### src/rtl/rdq_pkg.sv
package rdq_pkg;

  // Fixed field widths of the request and result transactions
  localparam int unsigned VALUE_W   = 32;
  localparam int unsigned FUNC_W    = 2;
  localparam int unsigned STATUS_W  = 2;
  localparam int unsigned FILL_W    = 5;

  // Default ring depth
  localparam int unsigned DEPTH_DEF = 16;

  // Request codes
  typedef enum logic [FUNC_W-1:0] {
    FN_PUSH_FRONT = 2'd0,
    FN_PUSH_REAR  = 2'd1,
    FN_POP_FRONT  = 2'd2,
    FN_POP_REAR   = 2'd3
  } func_t;

  // Result status codes
  typedef enum logic [STATUS_W-1:0] {
    ST_OK     = 2'd0,
    ST_EMPTY  = 2'd1,
    ST_FULL   = 2'd2,
    ST_DENIED = 2'd3
  } status_t;

  // Restriction mode register values
  localparam logic MODE_IN_RESTRICT  = 1'b0;
  localparam logic MODE_OUT_RESTRICT = 1'b1;

endpackage

### src/rtl/rdq_slot_ram.sv
module rdq_slot_ram #(
  parameter int unsigned DEPTH = rdq_pkg::DEPTH_DEF
) (
  input  logic                              clk,
  input  logic                              we,
  input  logic                              re,
  input  logic [$clog2(DEPTH)-1:0]          addr,
  input  logic [rdq_pkg::VALUE_W-1:0]       wdata,
  output logic [rdq_pkg::VALUE_W-1:0]       rdata
);
  import rdq_pkg::*;

  logic [VALUE_W-1:0] mem [DEPTH];
  logic [VALUE_W-1:0] rdata_r;

  // Write one slot per cycle
  always_ff @(posedge clk) begin
    if (we) begin
      mem[addr] <= wdata;
    end
  end

  // Register read data; hold it until the next read
  always_ff @(posedge clk) begin
    if (re) begin
      rdata_r <= mem[addr];
    end
  end

  assign rdata = rdata_r;

endmodule

### src/rtl/restricted_deque.sv
// Bounded double-ended queue of signed 32-bit words held in a DEPTH-entry ring
// memory with a front index and a fill count. Each request transaction (push
// front, push rear, pop front, pop rear) returns exactly one result
// transaction with status, popped word (zero unless a pop succeeded), fill
// count (modulo 32) and an empty flag. cfg_wdata selects the restriction:
// 0 refuses push front, 1 refuses pop rear; write it only while idle. A
// request is accepted every cycle when results are taken; its result passes
// through the synchronous memory read of the popped slot in the read stage and
// then through the output register. Pointers update at acceptance,
// so back-to-back requests touching the same slot need no interlock. The ring
// memory needs no clearing after reset.
module restricted_deque #(
  parameter int unsigned DEPTH = rdq_pkg::DEPTH_DEF
) (
  input  logic                              clk,
  input  logic                              rst_n,
  // Configuration
  input  logic                              cfg_we,
  input  logic                              cfg_wdata,
  // Request channel
  input  logic                              in_valid,
  output logic                              in_ready,
  input  logic [rdq_pkg::FUNC_W-1:0]        in_func,
  input  logic signed [rdq_pkg::VALUE_W-1:0] in_value,
  // Result channel
  output logic                              out_valid,
  input  logic                              out_ready,
  output logic signed [rdq_pkg::VALUE_W-1:0] out_popped_value,
  output logic [rdq_pkg::STATUS_W-1:0]      out_status,
  output logic [rdq_pkg::FILL_W-1:0]        out_fill_count,
  output logic                              out_is_empty
);
  import rdq_pkg::*;

  localparam int unsigned IDX_W = (DEPTH > 1) ? $clog2(DEPTH) : 1;
  localparam int unsigned CNT_W = $clog2(DEPTH + 1);
  localparam int unsigned SUM_W = CNT_W + 1;
  localparam int unsigned EXT_W = (CNT_W > FILL_W) ? CNT_W : FILL_W;

  // Control state
  logic                 mode_r;
  logic [IDX_W-1:0]     front_r, front_nxt;
  logic [CNT_W-1:0]     cnt_r, cnt_nxt;

  // Read stage
  logic                 s1_valid_r;
  logic                 s1_pop_r;
  status_t              s1_status_r;
  logic [CNT_W-1:0]     s1_cnt_r;

  // Output register
  logic                 out_valid_r;
  logic [VALUE_W-1:0]   out_value_r;
  status_t              out_status_r;
  logic [FILL_W-1:0]    out_fill_r;
  logic                 out_empty_r;

  logic                 in_acc;
  logic                 s1_move;
  func_t                func;
  logic                 is_push;
  logic                 denied;
  status_t              status;
  logic                 req_ok;
  logic [IDX_W-1:0]     front_dec;
  logic [IDX_W-1:0]     front_inc;
  logic [SUM_W-1:0]     rear_sum;
  logic [SUM_W-1:0]     last_sum;
  logic [SUM_W-1:0]     rear_wrap;
  logic [SUM_W-1:0]     last_wrap;
  logic [IDX_W-1:0]     ram_addr;
  logic                 ram_we;
  logic                 ram_re;
  logic [VALUE_W-1:0]   ram_rdata;
  logic [EXT_W-1:0]     s1_cnt_ext;

  assign func    = func_t'(in_func);
  assign is_push = (func == FN_PUSH_FRONT) || (func == FN_PUSH_REAR);

  // Hand off the read stage when the output register is free or drains
  assign s1_move  = s1_valid_r && (!out_valid_r || out_ready);
  assign in_ready = !s1_valid_r || s1_move;
  assign in_acc   = in_valid && in_ready;

  // Classify the request: mode check first, then full and empty
  always_comb begin
    denied = ((mode_r == MODE_IN_RESTRICT) && (func == FN_PUSH_FRONT)) ||
             ((mode_r == MODE_OUT_RESTRICT) && (func == FN_POP_REAR));
    if (denied) begin
      status = ST_DENIED;
    end else if (is_push && (cnt_r == CNT_W'(DEPTH))) begin
      status = ST_FULL;
    end else if (!is_push && (cnt_r == '0)) begin
      status = ST_EMPTY;
    end else begin
      status = ST_OK;
    end
  end

  assign req_ok = (status == ST_OK);

  // Ring index arithmetic, wrapping by compare instead of modulo
  assign front_dec = (front_r == '0) ? IDX_W'(DEPTH - 1) : front_r - 1'b1;
  assign front_inc = (front_r == IDX_W'(DEPTH - 1)) ? '0 : front_r + 1'b1;
  assign rear_sum  = SUM_W'(front_r) + SUM_W'(cnt_r);
  assign last_sum  = rear_sum - 1'b1;
  assign rear_wrap = (rear_sum >= SUM_W'(DEPTH)) ? rear_sum - SUM_W'(DEPTH) : rear_sum;
  assign last_wrap = (last_sum >= SUM_W'(DEPTH)) ? last_sum - SUM_W'(DEPTH) : last_sum;

  // Pick the slot and the pointer updates for each request code
  always_comb begin
    front_nxt = front_r;
    cnt_nxt   = cnt_r;
    case (func)
      FN_PUSH_FRONT: begin
        ram_addr = front_dec;
        if (req_ok) begin
          front_nxt = front_dec;
          cnt_nxt   = cnt_r + 1'b1;
        end
      end
      FN_PUSH_REAR: begin
        ram_addr = rear_wrap[IDX_W-1:0];
        if (req_ok) begin
          cnt_nxt = cnt_r + 1'b1;
        end
      end
      FN_POP_FRONT: begin
        ram_addr = front_r;
        if (req_ok) begin
          front_nxt = front_inc;
          cnt_nxt   = cnt_r - 1'b1;
        end
      end
      FN_POP_REAR: begin
        ram_addr = last_wrap[IDX_W-1:0];
        if (req_ok) begin
          cnt_nxt = cnt_r - 1'b1;
        end
      end
      default: begin
        ram_addr = front_r;
      end
    endcase
  end

  assign ram_we = in_acc && req_ok && is_push;
  assign ram_re = in_acc && req_ok && !is_push;

  rdq_slot_ram #(
    .DEPTH (DEPTH)
  ) u_ram (
    .clk   (clk),
    .we    (ram_we),
    .re    (ram_re),
    .addr  (ram_addr),
    .wdata (in_value),
    .rdata (ram_rdata)
  );

  // Hold the mode register
  always_ff @(posedge clk) begin
    if (!rst_n) begin
      mode_r <= MODE_IN_RESTRICT;
    end else if (cfg_we) begin
      mode_r <= cfg_wdata;
    end
  end

  // Advance ring pointers at acceptance
  always_ff @(posedge clk) begin
    if (!rst_n) begin
      front_r <= '0;
      cnt_r   <= '0;
    end else if (in_acc) begin
      front_r <= front_nxt;
      cnt_r   <= cnt_nxt;
    end
  end

  // Read stage: wait for the memory read data
  always_ff @(posedge clk) begin
    if (!rst_n) begin
      s1_valid_r <= 1'b0;
    end else if (in_acc) begin
      s1_valid_r <= 1'b1;
    end else if (s1_move) begin
      s1_valid_r <= 1'b0;
    end
  end

  always_ff @(posedge clk) begin
    if (in_acc) begin
      s1_pop_r    <= req_ok && !is_push;
      s1_status_r <= status;
      s1_cnt_r    <= cnt_nxt;
    end
  end

  assign s1_cnt_ext = EXT_W'(s1_cnt_r);

  // Output register
  always_ff @(posedge clk) begin
    if (!rst_n) begin
      out_valid_r <= 1'b0;
    end else if (s1_move) begin
      out_valid_r <= 1'b1;
    end else if (out_ready) begin
      out_valid_r <= 1'b0;
    end
  end

  always_ff @(posedge clk) begin
    if (s1_move) begin
      out_value_r  <= s1_pop_r ? ram_rdata : '0;
      out_status_r <= s1_status_r;
      out_fill_r   <= s1_cnt_ext[FILL_W-1:0];
      out_empty_r  <= (s1_cnt_r == '0);
    end
  end

  assign out_valid        = out_valid_r;
  assign out_popped_value = out_value_r;
  assign out_status       = out_status_r;
  assign out_fill_count   = out_fill_r;
  assign out_is_empty     = out_empty_r;

  // Count never exceeds the ring depth
  a_cnt_bound: assert property (@(posedge clk) disable iff (!rst_n)
    cnt_r <= CNT_W'(DEPTH))
    else $error("fill count above depth");

  // Front index stays inside the ring
  a_front_bound: assert property (@(posedge clk) disable iff (!rst_n)
    front_r <= IDX_W'(DEPTH - 1))
    else $error("front index outside ring");

  // A successful push grows the count by one
  a_push_grows: assert property (@(posedge clk) disable iff (!rst_n)
    (in_acc && req_ok && is_push) |=> (cnt_r == $past(cnt_r) + 1'b1))
    else $error("push did not grow count");

  // A refused request leaves the pointers alone
  a_refused_hold: assert property (@(posedge clk) disable iff (!rst_n)
    (in_acc && !req_ok) |=> ($stable(cnt_r) && $stable(front_r)))
    else $error("refused request moved pointers");

  // A refused request returns a zero word
  a_pop_value: assert property (@(posedge clk) disable iff (!rst_n)
    (out_valid_r && (out_status_r != ST_OK)) |-> (out_value_r == '0))
    else $error("refused request returned data");

endmodule
### config.mk
export PLATFORM = sky130hd
export DESIGN_NAME = restricted_deque
export DESIGN_NICKNAME = d
export VERILOG_FILES = /design/src/rtl/rdq_pkg.sv /design/src/rtl/rdq_slot_ram.sv /design/src/rtl/restricted_deque.sv
export SDC_FILE = /design/constraint.sdc
export NUM_CORES = 1
export LEC_CHECK = 0
export BUFFER_PORTS_ARGS = -buffer_cell sky130_fd_sc_hd__buf_2
export CAP_MARGIN = 30
export CORE_UTILIZATION = 30
export DETAILED_ROUTE_END_ITERATION = 12
export PLACE_DENSITY_LB_ADDON = 0.15
export SLEW_MARGIN = 20
export SYNTH_ARGS = -nofsm -noshare
export SYNTH_HDL_FRONTEND = slang
export SYNTH_HIERARCHICAL = 1
export SYNTH_SLANG_ARGS = --single-unit
### constraint.sdc
create_clock -name clk -period 10.9 [get_ports clk]
set_input_delay 2.18 -clock clk [delete_from_list [all_inputs] [get_ports clk]]
set_output_delay 2.18 -clock clk [all_outputs]
set_load 0.02 [all_outputs]
### Word-level counts from Yosys, hierarchy flattened

Memories as Yosys holds them, arrays and structs flattened. A register that Yosys moved wholly into a read port is not among the register bits.
Index checks and enable logic that the tools add are counted.

| word-level totals | value |
|---|---|
| register bits | 60 |
| memory bits (writable) | 512 |
| bits of input ports | 40 |
| memories | 1 |

| operators by class | value |
|---|---|
| add/sub/neg operators | 8 |
| magnitude comparators | 2 |
| equal/unequal tests | 7 |
| multiplexer cells | 20 |
| bitwise logic cells | 1 |
| reductions and logical operators | 28 |

Memory list:

| name | words | width | rd ports | clocked after Yosys merged registers in | write ports | RTL line | text |
|---|---|---|---|---|---|---|---|
| u_ram.mem | 16 | 32 | 1 | 1 | 1 | rdq_slot_ram.sv:13 | `logic [VALUE_W-1:0] mem [DEPTH];` |

Operator list:

| kind | number |
|---|---|
| 2-to-1 mux 4 bit | 6 |
| one-hot mux 4 bit (4 select lines) | 1 |
| greater-or-equal comparator 6 x 5 -> 1 bit, second input constant | 2 |
| subtractor 4 x 1 -> 4 bit, second input constant | 3 |
| logical AND 1 bit | 10 |
| zero test 5 bit | 2 |
| 2-to-1 mux 5 bit | 2 |
| one-hot mux 5 bit (2 select lines) | 1 |
| one-hot mux 4 bit (2 select lines) | 1 |
| 2-to-1 mux 1 bit | 7 |
| adder 4 x 5 -> 6 bit | 1 |
| nonzero test 2 bit | 3 |
| subtractor 6 x 1 -> 6 bit, second input constant | 1 |
| adder 5 x 1 -> 5 bit, second input constant | 1 |
| equality test 5 bit, second input constant | 1 |
| subtractor 5 x 1 -> 5 bit, second input constant | 1 |
| adder 4 x 1 -> 4 bit, second input constant | 1 |
| equality test 2 bit, second input constant | 2 |
| equality test 4 bit, second input constant | 1 |
| zero test 2 bit | 2 |
| zero test 4 bit | 1 |
| logical OR 1 bit | 4 |
| 2-to-1 mux 2 bit | 2 |
| inequality test 2 bit, second input constant | 2 |
| other kinds (5) | 8 |

### Logic depth before layout (Yosys ltp)

| depth | value |
|---|---|
| word-level depth | 12 |
| depth in mapped cells | 13 |

### Cells and area by module

The synthesis kept the hierarchy.

Modules (own cells, without submodules):

| module | instances | cells an instance | area each (sq um) |
|---|---|---|---|
| rdq_slot_ram | 1 | 840 | 20183.1 |
| restricted_deque | 1 | 247 | 3007.9 |

### Worst setup path after synthesis

Ideal clock, no wire load.

| timing | value |
|---|---|
| path kind | input -> register |
| from | input in_func[0] (netlist bit) |
| to | memory u_ram.mem[0][0] (enable) |
| library setup time | 461 ps |
| arrival time | 5882 ps |
| data required time | 10439 ps |
| setup slack | 4557 ps |
| stages | 6 |
| buffers on the path | 1 |
| path through | buf_4 clkinv_1 mux4_2 o31a_1 or3b_2 nor3_1 |

| on the way | value |
|---|---|
| elaborated cells on any way between the ends | 20 |
| classes of those cells | eq/ne (3); mux (6); reduce/logical (11) |

RTL lines:

| element | RTL line | text |
|---|---|---|
| from (decl) | restricted_deque.sv:23 | `input logic [rdq_pkg::FUNC_W-1:0] in_func,` |
| equality test 2 bit (tied with other cells) | restricted_deque.sv:114 | `case (func)` |
| one-hot mux 4 bit (4 select lines) * | restricted_deque.sv:114 |  |
| via ram_addr[2] | restricted_deque.sv:71 | `logic [IDX_W-1:0] ram_addr;` |
| to (decl) | rdq_slot_ram.sv:13 |  |

The timed path passes the listed nets; every way through them passes the cells marked *.

### Worst setup path in the final report

| timing | value |
|---|---|
| from | input in_func[1] (netlist bit) |
| to | memory u_ram.mem[4][1] (enable) |

Same word-level chain as after synthesis.

==> summary.txt <==
Flow run
  • Max-cap violation count: 0

Global route
  • Met1 GRT Util: 0.206
  • Total grt overflow: 0
  • Number of global-route vias before repair: approximately 12000
  • First-pass GRT wire length: 82300 microns
  • Initial antenna violation count: 1
  • Met3 usage: 0.0279
  • Met2 GRT Util: 0.227
  • Largest net degree at the start of global routing: 62
  • GRT Resource Usage Total: 0.145
  • GRT Max-Usage Layer: met2

Synth
  • Synth area leader: edfxtp_1
  • Synth top area cells: edfxtp_1, mux4_2, a22oi_1
  • YS warnings: 6
  • Sequential area share after synthesis: 0.777
  • Yosys reg bits: between 600 and 700
  • Synth Instances: 1087
  • Ys flop type: edfxtp_1
  • Post-synth EDFFs: slightly below 600
  • Asr flop ratio synth: 0
  • Synth unique cells: between 50 and 60
  • Post-Syn Area: around 23000 sq um
  • Top cell type's share of synthesized area: 0.767
  • Avg Inst Size Synth: around 21 sq um
  • Synth Net Count: 1138

Worst setup path
  • Worst path arrival time: 5.61 ns
  • R2R depth: 10
  • Critical-path maximum fanout: 29
  • Startpoint Class: primary input
  • Crit Path Category: primary input to register
  • CP required: about 11 ns
  • CP Capture Type: register

Place
  • Hpwl dp: 32200 microns
  • GPL Wtd Cong: slightly above 0.7
  • Input/output buffers: 81
  • Pre-CTS setup slack: 4.63 ns

Clock tree
  • # hold bufs at CTS: 0
  • Postcts setup bufs: 0
  • Clk Latency, worst-skew pair: between 0.6 and 0.7 ns
  • Clock buffer count from CTS: 69
  • H-tree depth reported by CTS: 3
  • Post-cts sizing count: 0
  • CTS tree: done
  • CTS sink count: roughly 600
  • CTS clk-pin slew, worst paths: ~0.05 ns
  • Clock Tree Buf Depth: 3
  • Clock root buffer: clkbuf_16

Layout
  • Filler cells: ~7100
  • Final #Nets: roughly 1300
  • Layout cells sized above 1: 0.300
  • Area grow syn2layout: 18.0%

Floorplanning
  • Die Height: 280 microns
  • Core area: between 70000 and 80000 sq um
  • Die ar.: between 70000 and 80000 sq um
  • Io pins: 82
  • Die width: 280 microns
  • Starting density of the core: 0.304
  • FP Rows: 101

STA
  • Final setup violation count: 0
  • Max_slew headroom: 0.365
  • Final worst-path cycle share: 0.493
  • Clock skew: approximately 0.027 ns
  • Fin Hold WS: 0.419 ns
  • Fin crit period: approximately 5.4 ns
  • RSZ-0062 raised after global routing: no
  • Max Clk Rate: 0.186 GHz
  • Actual slew at the worst max-slew pin: 0.948 ns
  • Final worst slack: between 5 and 6 ns
  • Setup TNS: 0 ns
  • Fin. Hold Viols: 0
  • Max Transition Viols Final: 0

Drt
  • Residual DRC: 0
  • Vias/cell: between 4 and 5
  • Via Count: about 11000
  • DR WL/cell: between 20 and 25 microns
  • Initial DRC count: about 840
  • Total wire length: 55700 microns
  • ANT nets after route: 0
  • Initial DRT Pass Iterations: 5

Hold path
  • Hold Path Depth: 0
  • Worst Hold Class: register to register

Power
  • Leakage power: ~8.7 nW
  • Cell Pwr Density: approximately 210 nW/um^2
  • Max VDD drop: between 0.0001 and 0.00015 V

Run status
  • Status: complete, no violations
## critical path: stages
cell	delay [ns]
buf_2	0.47
nor4b_1	0.38
xnor2_1	0.18
xnor2_1	0.14
mux2i_1	0.10
buf_4	0.18
nand3b_1	0.47
nor3_2	0.87
buf_4	0.59
## logic make-up after synthesis
| kind of cell | share of synthesized area |
|---|---|
| flops | 0.777 |
| simple gates | 0.0365 |
| mux | 0.129 |
| compound gates | 0.0322 |
| buf+inv | 0.0152 |
| xor+xnor | 0.00415 |
| fa+ha+maj | 0.00626 |
## layout by cell type (no fill, tap or decap), drive strengths merged, types with 4 or more instances in the layout
master    n
mux4    130
xnor2     7
a31oi     4
nand2    40
ha       10
a21oi     8
and2     34
o21ai    10
buf     115
nand2b    6
clkbuf   85
xor2      4
mux2i     6
nor3     10
edfxtp  592
a22oi    64
nand3     7
inv      12
dfxtp    12
nor2     34
clkinv   31
a211oi    5
nor2b     7
## worst paths after layout
check | startpoint | to | slack [ns]
min reg2reg | s1_status_r[0]$_DFFE_PP_ | out_status[0]$_DFFE_PP_ | 0.42
max | in_func[1] | u_ram/mem[4][1]$_DFFE_PP_ | 5.53
max reg2reg | front_r[0]$_SDFFE_PN0P_ | u_ram/mem[4][1]$_DFFE_PP_ | 6.27
min | s1_status_r[0]$_DFFE_PP_ | out_status[0]$_DFFE_PP_ | 0.42
## cell type report
type                    instances  area [sq um]  area share
diodes                          2          5.00    0.000183
repair buffers                115           831      0.0304
clock inverters                35           369      0.0135
inverters                      13          48.8     0.00178
clock buffers                  85          1820      0.0664
flip-flops and latches        604         18000       0.659
well taps                    1030          1290      0.0471
multi-input cells             414          4980       0.182
## report_power, final
group,total [W],internal (W),switching [W]
Sequential,0.00267,0.00265,0.0000261
Combinational,0.000815,0.000324,0.000491
Clock,0.00222,0.00127,0.000948
## registers in the layout, indices dropped and copies added (netlist names), 2 cells and up
signal,flops
s1_status_r,2
out_status,2
cnt_r,5
out_fill_count,5
u_ram/mem,512
front_r,4
u_ram/rdata,32
s1_cnt_ext,5
out_popped_value,32
## synthesized netlist by cell type (2+ instances only)
| cell | number |
|---|---|
| clkbuf_1 | 32 |
| o21ai_0 | 9 |
| xnor2_1 | 7 |
| nor3_2 | 2 |
| a31oi_1 | 4 |
| and2_1 | 34 |
| dfxtp_1 | 12 |
| a21oi_1 | 6 |
| a22oi_1 | 64 |
| mux2i_1 | 6 |
| mux4_2 | 130 |
| buf_2 | 11 |
| edfxtp_1 | 592 |
| nand2_1 | 39 |
| buf_6 | 8 |
| inv_1 | 10 |
| nor3_1 | 8 |
| a211oi_1 | 4 |
| nand3_1 | 7 |
| nor2b_1 | 7 |
| nor4b_1 | 2 |
| nand3b_1 | 3 |
| clkinv_1 | 2 |
| or2_2 | 2 |
| buf_4 | 5 |
| o211ai_1 | 3 |
| xor2_1 | 4 |
| nor2_1 | 33 |
| nand2b_1 | 5 |
| ha_1 | 10 |
## metal layers
| metal | vias up | part of all wire |
|---|---|---|
| met5 | - | 0 |
| met4 | 0 | 0.019 |
| met3 | 80 | 0.040 |
| met2 | 231 | 0.47 |
| met1 | 5914 | 0.47 |
| li1 | 4769 | - |
## through the flow
step	power [W]	area [sq um]	cells	utilization
2_1_floorplan	0.00324	23200	1087	-
3_3_place_gp	0.00354	24900	2165	0.327
3_5_place_dp	0.00355	25100	2174	0.330
4_1_cts	0.00580	27300	2294	0.358
5_1_grt	0.00594	27400	2296	0.359
6_report	0.00571	27400	2298	0.359
Power figures use the tool's default switching activity.
